**src/rtl/rrs_pkg.sv**
```systemverilog
`timescale 1ns / 1ps
// ----------------------------------------------------------------------------
// rrs_pkg
// Shared types and constants of the ready/sleep task scheduler.
// ----------------------------------------------------------------------------
package rrs_pkg;

  localparam int TASK_W  = 4;
  localparam int MODE_W  = 3;
  localparam int TICKS_W = 32;
  localparam int WOKEN_W = 5;

  localparam logic [MODE_W-1:0] MODE_READY_ENQ = 3'd0;
  localparam logic [MODE_W-1:0] MODE_REMOVE    = 3'd1;
  localparam logic [MODE_W-1:0] MODE_SLEEP_ENQ = 3'd2;
  localparam logic [MODE_W-1:0] MODE_TICK      = 3'd3;
  localparam logic [MODE_W-1:0] MODE_SWITCH    = 3'd4;

  typedef enum logic [2:0] {
    OP_NOP,
    OP_READY_ENQ,
    OP_REMOVE,
    OP_SLEEP_ENQ,
    OP_TICK,
    OP_SWITCH
  } op_e;

  typedef enum logic [2:0] {
    S_IDLE,
    S_TICK_DEC,
    S_TICK_WAKE,
    S_SW_POP,
    S_DONE
  } eng_state_e;

  // Raw item as it arrives.
  typedef struct packed {
    logic [MODE_W-1:0]  mode;
    logic [TASK_W-1:0]  task_id;
    logic [TICKS_W-1:0] sleep_ticks;
    logic               current_running;
    logic               current_overflow;
  } item_t;

  // Classified operation handed to the engine.
  typedef struct packed {
    op_e                op;
    logic [TASK_W-1:0]  task_id;
    logic [TICKS_W-1:0] sleep_ticks;
    logic               running;
    logic               overflow;
    logic               task_ok;
  } op_t;

  typedef struct packed {
    logic [TASK_W-1:0]  chosen_task;
    logic               chose_idle;
    logic               accepted;
    logic [WOKEN_W-1:0] woken_count;
    logic               current_suspended;
  } res_t;

endpackage

```
**src/rtl/rrs_front.sv**
```systemverilog
`timescale 1ns / 1ps
// ----------------------------------------------------------------------------
// rrs_front
// Two-entry input queue that classifies the oldest item for the engine.
// ----------------------------------------------------------------------------
module rrs_front import rrs_pkg::*; #(
  parameter int MAX_TASKS = 16
) (
  input  logic  clk_i,
  input  logic  rst_ni,
  input  logic  push_i,
  output logic  full_o,
  input  item_t item_i,
  output logic  op_valid_o,
  input  logic  op_pop_i,
  output op_t   op_o
);

  item_t       mem_q [2];
  logic        wr_ptr_q, rd_ptr_q;
  logic [1:0]  cnt_q;
  logic        wr_en, rd_en;
  item_t       head;

  assign full_o     = (cnt_q == 2'd2);
  assign op_valid_o = (cnt_q != 2'd0);
  assign wr_en      = push_i && !full_o;
  assign rd_en      = op_pop_i && op_valid_o;
  assign head       = mem_q[rd_ptr_q];

  always_ff @(posedge clk_i or negedge rst_ni) begin
    if (!rst_ni) begin
      wr_ptr_q <= 1'b0;
      rd_ptr_q <= 1'b0;
      cnt_q    <= 2'd0;
    end else begin
      if (wr_en) wr_ptr_q <= ~wr_ptr_q;
      if (rd_en) rd_ptr_q <= ~rd_ptr_q;
      cnt_q <= cnt_q + {1'b0, wr_en} - {1'b0, rd_en};
    end
  end

  always_ff @(posedge clk_i) begin
    if (wr_en) mem_q[wr_ptr_q] <= item_i;
  end

  // Classification of the oldest item.
  always_comb begin
    op_o.task_id     = head.task_id;
    op_o.sleep_ticks = head.sleep_ticks;
    op_o.running     = head.current_running;
    op_o.overflow    = head.current_overflow;
    op_o.task_ok     = (int'(head.task_id) < MAX_TASKS);
    case (head.mode)
      MODE_READY_ENQ: op_o.op = OP_READY_ENQ;
      MODE_REMOVE:    op_o.op = OP_REMOVE;
      MODE_SLEEP_ENQ: op_o.op = OP_SLEEP_ENQ;
      MODE_TICK:      op_o.op = OP_TICK;
      MODE_SWITCH:    op_o.op = OP_SWITCH;
      default:        op_o.op = OP_NOP;
    endcase
  end

endmodule

```
**src/rtl/rrs_engine.sv**
```systemverilog
`timescale 1ns / 1ps
// ----------------------------------------------------------------------------
// rrs_engine
// Holds the ready and sleep queues and carries out one operation at a time.
// ----------------------------------------------------------------------------
module rrs_engine import rrs_pkg::*; #(
  parameter int MAX_TASKS = 16
) (
  input  logic clk_i,
  input  logic rst_ni,
  input  logic op_valid_i,
  output logic op_pop_o,
  input  op_t  op_i,
  output logic res_valid_o,
  input  logic res_ready_i,
  output res_t res_o
);

  localparam int CW = $clog2(MAX_TASKS + 1);

  eng_state_e state_q, state_d;

  logic [TASK_W-1:0]  rdy_q [MAX_TASKS];
  logic [TASK_W-1:0]  rdy_d [MAX_TASKS];
  logic [TASK_W-1:0]  slp_q [MAX_TASKS];
  logic [TASK_W-1:0]  slp_d [MAX_TASKS];
  logic [TICKS_W-1:0] rem_q [MAX_TASKS];
  logic [TICKS_W-1:0] rem_d [MAX_TASKS];
  logic [CW-1:0]      rdy_cnt_q, rdy_cnt_d, slp_cnt_q, slp_cnt_d;
  logic [MAX_TASKS-1:0] in_rdy_q, in_rdy_d, in_slp_q, in_slp_d;
  logic [TASK_W-1:0]  cur_task_q, cur_task_d;
  logic               cur_idle_q, cur_idle_d, cur_valid_q, cur_valid_d;
  res_t               res_q, res_d;

  logic [TASK_W-1:0]    look_task;
  logic [MAX_TASKS-1:0] look_hot, wake_hot, head_hot, rdy_tail;
  logic [MAX_TASKS-1:0] rdy_after, slp_after, slp_le;
  logic                 look_rdy, look_slp, acc_r, acc_s;
  logic                 requeue;

  // Lookups shared by the operations.
  always_comb begin
    look_task = (op_i.op == OP_SWITCH) ? cur_task_q : op_i.task_id;
    acc_r = 1'b0;
    acc_s = 1'b0;
    for (int j = 0; j < MAX_TASKS; j++) begin
      look_hot[j] = (int'(look_task) == j);
      wake_hot[j] = (int'(slp_q[0]) == j);
      head_hot[j] = (int'(rdy_q[0]) == j);
      rdy_tail[j] = (CW'(j) == rdy_cnt_q);
      acc_r = acc_r || ((CW'(j) < rdy_cnt_q) && (rdy_q[j] == op_i.task_id));
      acc_s = acc_s || ((CW'(j) < slp_cnt_q) && (slp_q[j] == op_i.task_id));
      rdy_after[j] = acc_r;
      slp_after[j] = acc_s;
      slp_le[j]    = (CW'(j) < slp_cnt_q) && (rem_q[j] <= op_i.sleep_ticks);
    end
    look_rdy = |(in_rdy_q & look_hot);
    look_slp = |(in_slp_q & look_hot);
    requeue  = cur_valid_q && !op_i.overflow && op_i.running && !cur_idle_q
               && !look_rdy && !look_slp;
  end

  // Next state.
  always_comb begin
    state_d = state_q;
    case (state_q)
      S_IDLE: begin
        if (op_valid_i) begin
          case (op_i.op)
            OP_TICK:   state_d = S_TICK_DEC;
            OP_SWITCH: state_d = S_SW_POP;
            default:   state_d = S_DONE;
          endcase
        end
      end
      S_TICK_DEC:  state_d = S_TICK_WAKE;
      S_TICK_WAKE: begin
        if (slp_cnt_q == '0 || rem_q[0] != '0) state_d = S_DONE;
      end
      S_SW_POP: state_d = S_DONE;
      S_DONE: begin
        if (res_ready_i) state_d = S_IDLE;
      end
      default: state_d = S_IDLE;
    endcase
  end

  // Datapath and outputs.
  always_comb begin
    rdy_d = rdy_q;  slp_d = slp_q;  rem_d = rem_q;
    rdy_cnt_d = rdy_cnt_q;  slp_cnt_d = slp_cnt_q;
    in_rdy_d = in_rdy_q;  in_slp_d = in_slp_q;
    cur_task_d = cur_task_q;  cur_idle_d = cur_idle_q;  cur_valid_d = cur_valid_q;
    res_d = res_q;
    op_pop_o = 1'b0;
    case (state_q)
      S_IDLE: begin
        if (op_valid_i) begin
          op_pop_o = 1'b1;
          res_d = '0;
          case (op_i.op)
            OP_READY_ENQ: begin
              if (op_i.task_ok && !look_rdy && !look_slp) begin
                for (int j = 0; j < MAX_TASKS; j++)
                  if (rdy_tail[j]) rdy_d[j] = op_i.task_id;
                rdy_cnt_d = rdy_cnt_q + 1'b1;
                in_rdy_d = in_rdy_q | look_hot;
                res_d.accepted = 1'b1;
              end
            end
            OP_REMOVE: begin
              if (op_i.task_ok && look_rdy) begin
                for (int j = 0; j < MAX_TASKS - 1; j++)
                  if (rdy_after[j]) rdy_d[j] = rdy_q[j+1];
                rdy_cnt_d = rdy_cnt_q - 1'b1;
                in_rdy_d = in_rdy_q & ~look_hot;
                res_d.accepted = 1'b1;
              end else if (op_i.task_ok && look_slp) begin
                for (int j = 0; j < MAX_TASKS - 1; j++) begin
                  if (slp_after[j]) begin
                    slp_d[j] = slp_q[j+1];
                    rem_d[j] = rem_q[j+1];
                  end
                end
                slp_cnt_d = slp_cnt_q - 1'b1;
                in_slp_d = in_slp_q & ~look_hot;
                res_d.accepted = 1'b1;
              end
            end
            OP_SLEEP_ENQ: begin
              if (op_i.task_ok && !look_rdy && !look_slp) begin
                // Entries above the new count move up one place.
                if (!slp_le[0]) begin
                  slp_d[0] = op_i.task_id;
                  rem_d[0] = op_i.sleep_ticks;
                end
                for (int j = 1; j < MAX_TASKS; j++) begin
                  if (!slp_le[j]) begin
                    if (slp_le[j-1]) begin
                      slp_d[j] = op_i.task_id;
                      rem_d[j] = op_i.sleep_ticks;
                    end else begin
                      slp_d[j] = slp_q[j-1];
                      rem_d[j] = rem_q[j-1];
                    end
                  end
                end
                slp_cnt_d = slp_cnt_q + 1'b1;
                in_slp_d = in_slp_q | look_hot;
                res_d.accepted = 1'b1;
              end
            end
            OP_SWITCH: begin
              if (cur_valid_q && op_i.overflow) res_d.current_suspended = 1'b1;
              if (requeue) begin
                for (int j = 0; j < MAX_TASKS; j++)
                  if (rdy_tail[j]) rdy_d[j] = cur_task_q;
                rdy_cnt_d = rdy_cnt_q + 1'b1;
                in_rdy_d = in_rdy_q | look_hot;
              end
            end
            default: ;
          endcase
        end
      end
      S_TICK_DEC: begin
        for (int j = 0; j < MAX_TASKS; j++)
          if ((CW'(j) < slp_cnt_q) && (rem_q[j] != '0)) rem_d[j] = rem_q[j] - 1'b1;
      end
      S_TICK_WAKE: begin
        // Expired entries sit at the head of the sorted list.
        if (slp_cnt_q != '0 && rem_q[0] == '0) begin
          for (int j = 0; j < MAX_TASKS; j++)
            if (rdy_tail[j]) rdy_d[j] = slp_q[0];
          rdy_cnt_d = rdy_cnt_q + 1'b1;
          for (int j = 0; j < MAX_TASKS - 1; j++) begin
            slp_d[j] = slp_q[j+1];
            rem_d[j] = rem_q[j+1];
          end
          slp_cnt_d = slp_cnt_q - 1'b1;
          in_slp_d = in_slp_q & ~wake_hot;
          in_rdy_d = in_rdy_q | wake_hot;
          res_d.woken_count = res_q.woken_count + 1'b1;
        end
      end
      S_SW_POP: begin
        cur_valid_d = 1'b1;
        if (rdy_cnt_q == '0) begin
          res_d.chose_idle = 1'b1;
          cur_idle_d = 1'b1;
          cur_task_d = '0;
        end else begin
          for (int j = 0; j < MAX_TASKS - 1; j++) rdy_d[j] = rdy_q[j+1];
          rdy_cnt_d = rdy_cnt_q - 1'b1;
          in_rdy_d = in_rdy_q & ~head_hot;
          res_d.chosen_task = rdy_q[0];
          cur_task_d = rdy_q[0];
          cur_idle_d = 1'b0;
        end
      end
      default: ;
    endcase
  end

  assign res_valid_o = (state_q == S_DONE);
  assign res_o       = res_q;

  always_ff @(posedge clk_i or negedge rst_ni) begin
    if (!rst_ni) begin
      state_q     <= S_IDLE;
      rdy_cnt_q   <= '0;
      slp_cnt_q   <= '0;
      in_rdy_q    <= '0;
      in_slp_q    <= '0;
      cur_task_q  <= '0;
      cur_idle_q  <= 1'b0;
      cur_valid_q <= 1'b0;
    end else begin
      state_q     <= state_d;
      rdy_cnt_q   <= rdy_cnt_d;
      slp_cnt_q   <= slp_cnt_d;
      in_rdy_q    <= in_rdy_d;
      in_slp_q    <= in_slp_d;
      cur_task_q  <= cur_task_d;
      cur_idle_q  <= cur_idle_d;
      cur_valid_q <= cur_valid_d;
    end
  end

  always_ff @(posedge clk_i) begin
    rdy_q <= rdy_d;
    slp_q <= slp_d;
    rem_q <= rem_d;
    res_q <= res_d;
  end

endmodule

```
**src/rtl/rrs_resq.sv**
```systemverilog
`timescale 1ns / 1ps
// ----------------------------------------------------------------------------
// rrs_resq
// Two-entry result queue in front of the result ports.
// ----------------------------------------------------------------------------
module rrs_resq import rrs_pkg::*; (
  input  logic clk_i,
  input  logic rst_ni,
  input  logic res_valid_i,
  output logic res_ready_o,
  input  res_t res_i,
  output logic empty_o,
  input  logic pop_i,
  output res_t res_o
);

  res_t       mem_q [2];
  logic       wr_ptr_q, rd_ptr_q;
  logic [1:0] cnt_q;
  logic       wr_en, rd_en;

  assign res_ready_o = (cnt_q != 2'd2);
  assign empty_o     = (cnt_q == 2'd0);
  assign wr_en       = res_valid_i && res_ready_o;
  assign rd_en       = pop_i && !empty_o;
  assign res_o       = mem_q[rd_ptr_q];

  always_ff @(posedge clk_i or negedge rst_ni) begin
    if (!rst_ni) begin
      wr_ptr_q <= 1'b0;
      rd_ptr_q <= 1'b0;
      cnt_q    <= 2'd0;
    end else begin
      if (wr_en) wr_ptr_q <= ~wr_ptr_q;
      if (rd_en) rd_ptr_q <= ~rd_ptr_q;
      cnt_q <= cnt_q + {1'b0, wr_en} - {1'b0, rd_en};
    end
  end

  always_ff @(posedge clk_i) begin
    if (wr_en) mem_q[wr_ptr_q] <= res_i;
  end

endmodule

```
**src/rtl/rtos_ready_sleep_task_scheduler.sv**
```systemverilog
`timescale 1ns / 1ps
// ----------------------------------------------------------------------------
// rtos_ready_sleep_task_scheduler
// Task scheduler with a FIFO ready queue and a sorted sleep queue.
// ----------------------------------------------------------------------------
// Channel  | Handshake            | Item
// input    | push / full          | mode, task_id, sleep_ticks, current_*
// result   | empty / pop          | chosen_task, chose_idle, accepted, ...
//
// Every item is queued, classified and then executed by the engine, one at a
// time. Enqueue, remove and no-op items go from idle straight to done; a
// switch passes a pop state; a tick passes a decrement state and then a wake
// state that moves expired sleepers to the ready tail one per cycle.
// Reset empties both queues and clears the current task; no clearing pass.
// A full result queue stalls the engine, but two more items may still queue.
// ----------------------------------------------------------------------------
module rtos_ready_sleep_task_scheduler import rrs_pkg::*; #(
  parameter int MAX_TASKS = 16
) (
  input  logic               clk_i,
  input  logic               rst_ni,
  input  logic               push,
  output logic               full,
  input  logic [MODE_W-1:0]  mode_i,
  input  logic [TASK_W-1:0]  task_id_i,
  input  logic [TICKS_W-1:0] sleep_ticks_i,
  input  logic               current_running_i,
  input  logic               current_overflow_i,
  output logic               empty,
  input  logic               pop,
  output logic [TASK_W-1:0]  chosen_task_o,
  output logic               chose_idle_o,
  output logic               accepted_o,
  output logic [WOKEN_W-1:0] woken_count_o,
  output logic               current_suspended_o
);

  item_t item;
  op_t   op;
  res_t  eng_res, out_res;
  logic  op_valid, op_pop, res_valid, res_ready;

  assign item.mode             = mode_i;
  assign item.task_id          = task_id_i;
  assign item.sleep_ticks      = sleep_ticks_i;
  assign item.current_running  = current_running_i;
  assign item.current_overflow = current_overflow_i;

  // Front: accepts and classifies items.
  rrs_front #(.MAX_TASKS(MAX_TASKS)) u_front (
    .clk_i      (clk_i),
    .rst_ni     (rst_ni),
    .push_i     (push),
    .full_o     (full),
    .item_i     (item),
    .op_valid_o (op_valid),
    .op_pop_i   (op_pop),
    .op_o       (op)
  );

  // Back: owns the queues and the current task.
  rrs_engine #(.MAX_TASKS(MAX_TASKS)) u_engine (
    .clk_i       (clk_i),
    .rst_ni      (rst_ni),
    .op_valid_i  (op_valid),
    .op_pop_o    (op_pop),
    .op_i        (op),
    .res_valid_o (res_valid),
    .res_ready_i (res_ready),
    .res_o       (eng_res)
  );

  // Results wait here until popped.
  rrs_resq u_resq (
    .clk_i       (clk_i),
    .rst_ni      (rst_ni),
    .res_valid_i (res_valid),
    .res_ready_o (res_ready),
    .res_i       (eng_res),
    .empty_o     (empty),
    .pop_i       (pop),
    .res_o       (out_res)
  );

  assign chosen_task_o       = out_res.chosen_task;
  assign chose_idle_o        = out_res.chose_idle;
  assign accepted_o          = out_res.accepted;
  assign woken_count_o       = out_res.woken_count;
  assign current_suspended_o = out_res.current_suspended;

endmodule

```
**config.mk**
```make
export PLATFORM = sky130hd
export DESIGN_NAME = rtos_ready_sleep_task_scheduler
export DESIGN_NICKNAME = d
export VERILOG_FILES = /design/src/rtl/rrs_pkg.sv /design/src/rtl/rrs_front.sv /design/src/rtl/rrs_engine.sv /design/src/rtl/rrs_resq.sv /design/src/rtl/rtos_ready_sleep_task_scheduler.sv
export SDC_FILE = /design/constraint.sdc
export NUM_CORES = 2
export LEC_CHECK = 0
export BUFFER_PORTS_ARGS = -buffer_cell sky130_fd_sc_hd__buf_2
export CAP_MARGIN = 20
export CORE_MARGIN = 4
export CORE_UTILIZATION = 40
export CTS_BUF_LIST = sky130_fd_sc_hd__clkbuf_4
export DETAILED_ROUTE_END_ITERATION = 6
export MAX_ROUTING_LAYER = met4
export PLACE_DENSITY = 0.61
export SETUP_SLACK_MARGIN = 0.2
export SYNTH_ARGS = -nofsm -noshare
export SYNTH_HDL_FRONTEND = slang
export SYNTH_SLANG_ARGS = --single-unit
```
**constraint.sdc**
```tcl
create_clock -name clk_i -period 12.18 [get_ports clk_i]
set_input_delay 3.045 -clock clk_i [delete_from_list [all_inputs] [get_ports clk_i]]
set_output_delay 3.045 -clock clk_i [all_outputs]
set_load 0.02 [all_outputs]
```
# After elaboration in Yosys (flattened, before gate mapping)

Memories as Yosys holds them, arrays and structs flattened.
Cells that the tools add are included.

Add/subtract/negate cells: 25
$mul: 0
Divide/modulo/power cells: 0
Magnitude comparators: 47
Eq/ne operators: 232
Shift-type cells: 0
Mux-type cells: 255
Bitwise logic cells: 17
Reduce and logical (&&, ||, !) cells: 199

Operators by type and width:

| operator                                                  | number |
|---|---|
| 2-to-1 mux 32 bit                                         | 63 |
| 2-to-1 mux 480 bit                                        | 3 |
| one-hot mux 480 bit (3 select lines)                      | 1 |
| 2-to-1 mux 512 bit                                        | 2 |
| one-hot mux 480 bit (2 select lines)                      | 1 |
| less-or-equal comparator 32 bit                           | 16 |
| nonzero test 32 bit                                       | 16 |
| subtractor 32 x 1 -> 32 bit, second input constant        | 16 |
| 2-to-1 mux 4 bit                                          | 113 |
| 2-to-1 mux 64 bit                                         | 6 |
| one-hot mux 60 bit (3 select lines)                       | 2 |
| 2-to-1 mux 60 bit                                         | 5 |
| one-hot mux 60 bit (2 select lines)                       | 2 |
| inequality test 3 x 2 -> 1 bit, second input constant     | 68 |
| AND reduction 12 bit                                      | 15 |
| 2-to-1 mux 16 bit                                         | 11 |
| AND reduction 10 bit                                      | 15 |
| AND reduction 9 bit                                       | 16 |
| == test 4 bit                                             | 30 |
| bitwise AND 16 bit                                        | 6 |
| == test 4 bit, second input constant                      | 24 |
| one-hot mux 16 bit (3 select lines)                       | 2 |
| less-than comparator 4 x 5 -> 1 bit, first input constant | 15 |
| logical AND 1 bit                                         | 74 |
| 55 further kinds                                          | 253 |

Register bits after elaboration: 711
Bits in latches: 0
RAM bits: 106
Bits in read-only memories: 0
Input port bits: 45
Output and inout bits: 14
Logic and storage cells: 844
Memories kept: 2

Memory list:

| name          | depth | bits a word | rd ports | clocked after Yosys merged registers in | wr ports | RTL line        | text |
|---|---|---|---|---|---|---|---|
| u_front.mem_q | 2     | 41          | 1        | 0                                       | 1        | rrs_front.sv:19 | `item_t mem_q [2];` |
| u_resq.mem_q  | 2     | 12          | 1        | 0                                       | 1        | rrs_resq.sv:17  | `res_t mem_q [2];` |

# Logic depth before layout (Yosys ltp)

An unclocked memory read counts as a cell.

Depth after elaboration: 23
Gate-level depth with buffers: 20
Depth with buffers taken out: 12

# Cells and area by module

From an unflattened synthesis, not the netlist that was laid out.

Cells, all modules: 6,697
Area, all modules: 65,026.1 um2

By module, submodules not included:

| module     | instances | cells each | area an instance (um2) | seq. area each (um2) |
|---|---|---|---|---|
| rrs_engine | 1         | 6,484      | 60,533.1               | 20,855.0 |
| rrs_front  | 1         | 159        | 3,395.8                | 2,562.5 |
| rrs_resq   | 1         | 54         | 1,097.3                | 820.8 |

# Least setup slack after synthesis

No wires, ideal clock.

Kind: reg2reg
Start point: register u_front.rd_ptr_q
End point: register u_engine.rem_q[32] (netlist name) (enable)
Library setup time: 0.513 ns
Arrival: 7.890 ns
Required time: 11.667 ns
Setup slack: 3.777 ns
Stages on the path, launching flop included: 17
Path buffers: 7
Clock period less this slack: 8.403 ns
Path through: dfrtp_1 > buf_2 > buf_2 > buf_2 > buf_2 > buf_1 > buf_1 > mux2_2 > clkinv_1 > ha_1 > nand2_1 > or3_1 > or3_1 > o31ai_1 > clkbuf_1 > o32ai_1 > nor4b_1

Longest elaborated chain between the ends: 19
Elaborated cells on any way between the ends: 87
Those cells by class: order compare (1); eq/ne (43); mux (2); bitwise (2); reduce/logical (38); memory (1)

RTL lines:

| what                                                        | RTL line          | text |
|---|---|---|
| start, declared                                             | rrs_front.sv:20   | `logic wr_ptr_q, rd_ptr_q;` |
| start signal, assigned                                      | rrs_front.sv:38   | `if (rd_en) rd_ptr_q <= ~rd_ptr_q;` |
| memory read (2 x 41 bit) *                                  | n/a               |  |
| branches (longest 17 deep; another with bitwise AND 16 bit) | n/a               |  |
| AND reduction 10 bit (no source line) *                     | n/a               |  |
| end signal, assigned                                        | rrs_engine.sv:233 | `rem_q <= rem_d;` |
| end, declared                                               | rrs_engine.sv:27  | `logic [TICKS_W-1:0] rem_q [MAX_TASKS];` |

Mark *: on every way between the ends.
A chain may end at the register's enable or synchronous reset.

# Final worst setup path

Start point: register u_front.rd_ptr_q
End point: register u_engine.rem_q[418] (netlist name) (enable)

Longest elaborated chain between the ends: 12
Elaborated cells on any way between the ends: 51
Those cells by class: order compare (1); eq/ne (31); mux (2); bitwise (2); reduce/logical (14); memory (1)

RTL lines:

| what                                                 | RTL line                           | text |
|---|---|---|
| memory read (2 x 41 bit) *                           | n/a                                |  |
| == test 3 bit, or another cell as far along          | rrs_front.sv:54                    | `case (head.mode)` |
| one-hot mux 3 bit (5 select lines)                   | rrs_front.sv:54                    |  |
| == test 3 bit                                        | rrs_engine.sv:43                   | `look_task = (op_i.op == OP_SWITCH) ? cur_task_q : op_i.task_id;` |
| 2-to-1 mux 4 bit                                     | rrs_engine.sv:43                   |  |
| == test 4 x 2 -> 1 bit, or another cell as far along | rrs_engine.sv:47                   | `look_hot[j] = (int'(look_task) == j);` |
| bitwise AND 16 bit (on tied branches)                | rrs_engine.sv:57, rrs_engine.sv:58 |  |
| OR reduction 16 bit (on tied branches)               | rrs_engine.sv:57, rrs_engine.sv:58 |  |
| zero test 1 bit                                      | rrs_engine.sv:131                  | `if (op_i.task_ok && !look_rdy && !look_slp) begin` |
| logical AND 1 bit                                    | rrs_engine.sv:131                  |  |
| inequality test 3 x 2 -> 1 bit (no source line)      | n/a                                |  |
| AND reduction 10 bit (no source line) *              | n/a                                |  |

Mark *: on every way between the ends. The rest lies on a longest branch, timed or not.

==> run metrics <==
status=finished clean; FILL cells=~16000; Cells after Synth=7063; synth cell count leaders=edfxtp_1, o21ai_0, ha_1, nand2_1, nor2_1; Reg-to-Reg End=u_engine.rem_q[418]; DIE AREA=roughly 0.17 sq mm; Synth top area share=around a third; count leader, synth=edfxtp_1; startpoint types=flop; Yosys reg bits=~820; Yosys cell types=91; antenna-violating nets left=0; initial antenna violation count=11; port bufs=a little under 60; fin. max-slew vios=0; Max Clock Freq=134 MHz; WL/cell=about 28 microns; synth top area cells=edfxtp_1, ha_1, o21ai_0; post-route cell area=just over 0.07 sq mm; Placed Area=0.0683 sq mm; TritonCTS clock tree=built; WP depth=15; Yosys top cell by area=edfxtp_1; Tightest Pin Transition=1.14 ns; mean area per synthesized cell=roughly 9 sq um; quantity of gates resized following cts=0; final setup fails=0; Fin Setup TNS=0 ns; Core Area=about 0.16 sq mm; post-route minimum period=around 7.5 ns; critical path's top delay family=buffers and inverters; share of cells above drive strength 1=between 10% and 20%; global-route wire length before repair=387000 microns; r2r setup slk=4.72 ns; Top FF cell, synth=edfxtp_1; Reg-to-Reg Start=u_front.rd_ptr_q; die width=around 410 microns; Min Hold Slack=0.459 ns; Critical Path AT=~8.4 ns; setup ws final=approximately 4.7 ns; Critical Path Source=u_front.rd_ptr_q; slowest CP cell=clkinv_1; DP Worst Slack=between 4 and 5 ns; worst min path class=flop to flop; Setup Fix Bufs, Post-CTS=0; cell chain of the critical path=buf_4, buf_4, mux2_2, clkinv_1, ha_1, nand4_1, nor2_1, and3_1, nor4b_1, o211ai_1, a31oi_4, buf_4, nor2_2, a221o_1, nor2_4; area occupied by registers=approximately 0.024 sq mm; Root Buffer=clkbuf_4; crit path buf inv count=4; Reg clk slew, reported paths=0.07 ns; last element of the critical path=u_engine.rem_q[418]; Worst R2R Path Depth=15; Total Routing Usage GR=a little under a third; Max Cap Violations=0; # H-tree levels=4; GRT overflow=0; CP Capture Type=flop; dpl hpwl=~180000 microns; drt pass-1 iters=6; Worst slew margin=23.3%; crit-path max cell delay=between 0.9 and 1 ns; Clock Path Buffers=3; P&R area growth vs syn=9.17%; starting DRC count in detailed routing=about 7600; Vias/cell=~6.5; pin count of the biggest net entering global routing=around 190; asr flop ratio synth=a little over 7%; synth warn=0; sequential element share of the synthesized area=37.1%; syn_nets=around 7700; final hold vios=0; largest fanout on the critical path=59; CTS Buf Count=approximately 240; worst path required time=13.07 ns; vias in the first global route=between 50000 and 60000; I/O Pins=59; post-route DRC violation count=0; cell mode on critical path=buf_4; Post-Syn Area=between 0.06 and 0.07 sq mm; DRT Wirelength=roughly 260000 microns; final worst-path cycle share=roughly three fifths; Clk Latency, worst-skew pair=1.36 ns; RSZ-0062 raised after global routing=false; Vias=a little over 60000; nets@finish=approximately 7700; Starting Density=between 40 and 50%; Rows=between 100 and 150; number of synthesized flops with an enable pin=about 760; RePlAce Congestion=between 0.9 and 1; DIE HEIGHT=412 microns; CTS sink cnt=roughly 800; Multi-input gate area=a little under 0.04 sq mm; Worst Skew=around 0.13 ns; crit path kind=flop to flop; Hold-fix buffers, CTS=0
cells in the final DEF, fill, tap and decap left out, drive strengths merged, types with 89 or more instances in the layout:
master,synthesis,routed
a22oi,236,236
ha,543,543
edfxtp,758,758
nor3,225,225
a31oi,89,89
a21oi,473,473
a21o,163,163
buf,76,227
o21ai,661,661
nor4,126,126
xnor2,300,300
clkbuf,390,341
nand2,544,544
nand4,123,123
mux2i,294,294
nand3,120,120
inv,105,112
nor2,508,508
o22ai,125,125
xor2,271,271
registers in the layout, indices dropped and copies added, names as in the netlist, named ones only:
name,flops
u_engine.rdy_cnt_q,5
u_engine.rem_q,512
u_front.cnt_q,2
u_resq.rd_ptr_q,1
u_resq.mem_q,24
u_front.mem_q,82
u_engine.cur_valid_q,1
u_engine.rdy_q,64
u_engine.state_q,3
u_engine.res_o,12
u_front.wr_ptr_q,1
u_engine.cur_idle_q,1
u_resq.cnt_q,2
u_resq.wr_ptr_q,1
u_engine.slp_cnt_q,5
u_front.rd_ptr_q,1
u_engine.slp_q,64
u_engine.cur_task_q,4
cells by family (layout without fill, tap and decap cells):
| kind of cell | after synthesis | after routing | synth area share (%) |
|---|---|---|---|
| AOI/OAI and AO/OA | 2146 | 2146 | 20.5 |
| xor gates and xnor gates | 571 | 571 | 7.65 |
| adders and majority gates | 543 | 543 | 10.4 |
| buffers and inverters | 583 | 764 | 3.42 |
| DFF | 817 | 817 | 37.1 |
| muxes | 356 | 356 | 5.57 |
| other | 0 | 18 | 0 |
| and+or+nand+nor | 2047 | 2047 | 15.4 |
stage by stage:
step / instances / util [%]
floorplan: 7063 / -
global placement: 8997 / 42.0
detailed placement: 8998 / 42.0
CTS: 9418 / 43.9
global route: 9434 / 43.9
finish: 9437 / 43.9
final cells by class:
class | instances | area share (%)
clock buffer | 341 | 3.59
multi-input combinational | 5663 | 55.1
antenna | 18 | 0.0631
timing repair buffer | 227 | 2.30
sequential | 817 | 34.0
clock inverter | 79 | 0.603
inverter | 117 | 0.615
tap | 2175 | 3.81
routing by layer:
layer	GRT usage, %	vias to the layer above	part of all wire, %
met5	-	-	0
met4	14.9	0	5.2
met3	6.98	750	11
met2	44.9	3588	43
met1	40.8	29700	41
li1	-	27200	-
worst min-delay path by stage:
stage / endpoint / from / cells past startpoint / slack [ns]
finish: u_resq.mem_q[1][9] / u_engine.res_o[9] / 0 / 0.46
global route: u_engine.rdy_q[46] / u_engine.rdy_q[42] / 1 / 0.48
CTS: u_resq.mem_q[1][9] / u_engine.res_o[9] / 0 / 0.46
detailed placement: u_resq.mem_q[1][9] / u_engine.res_o[9] / 0 / 0.43
global placement: u_resq.mem_q[0][9] / u_engine.res_o[9] / 0 / 0.43
floorplan: u_resq.mem_q[0][0] / u_engine.res_o[0] / 0 / 0.42
Power is not shown: default switching activity piles up to over one toggle a cycle in this logic, so the estimate is an artifact.
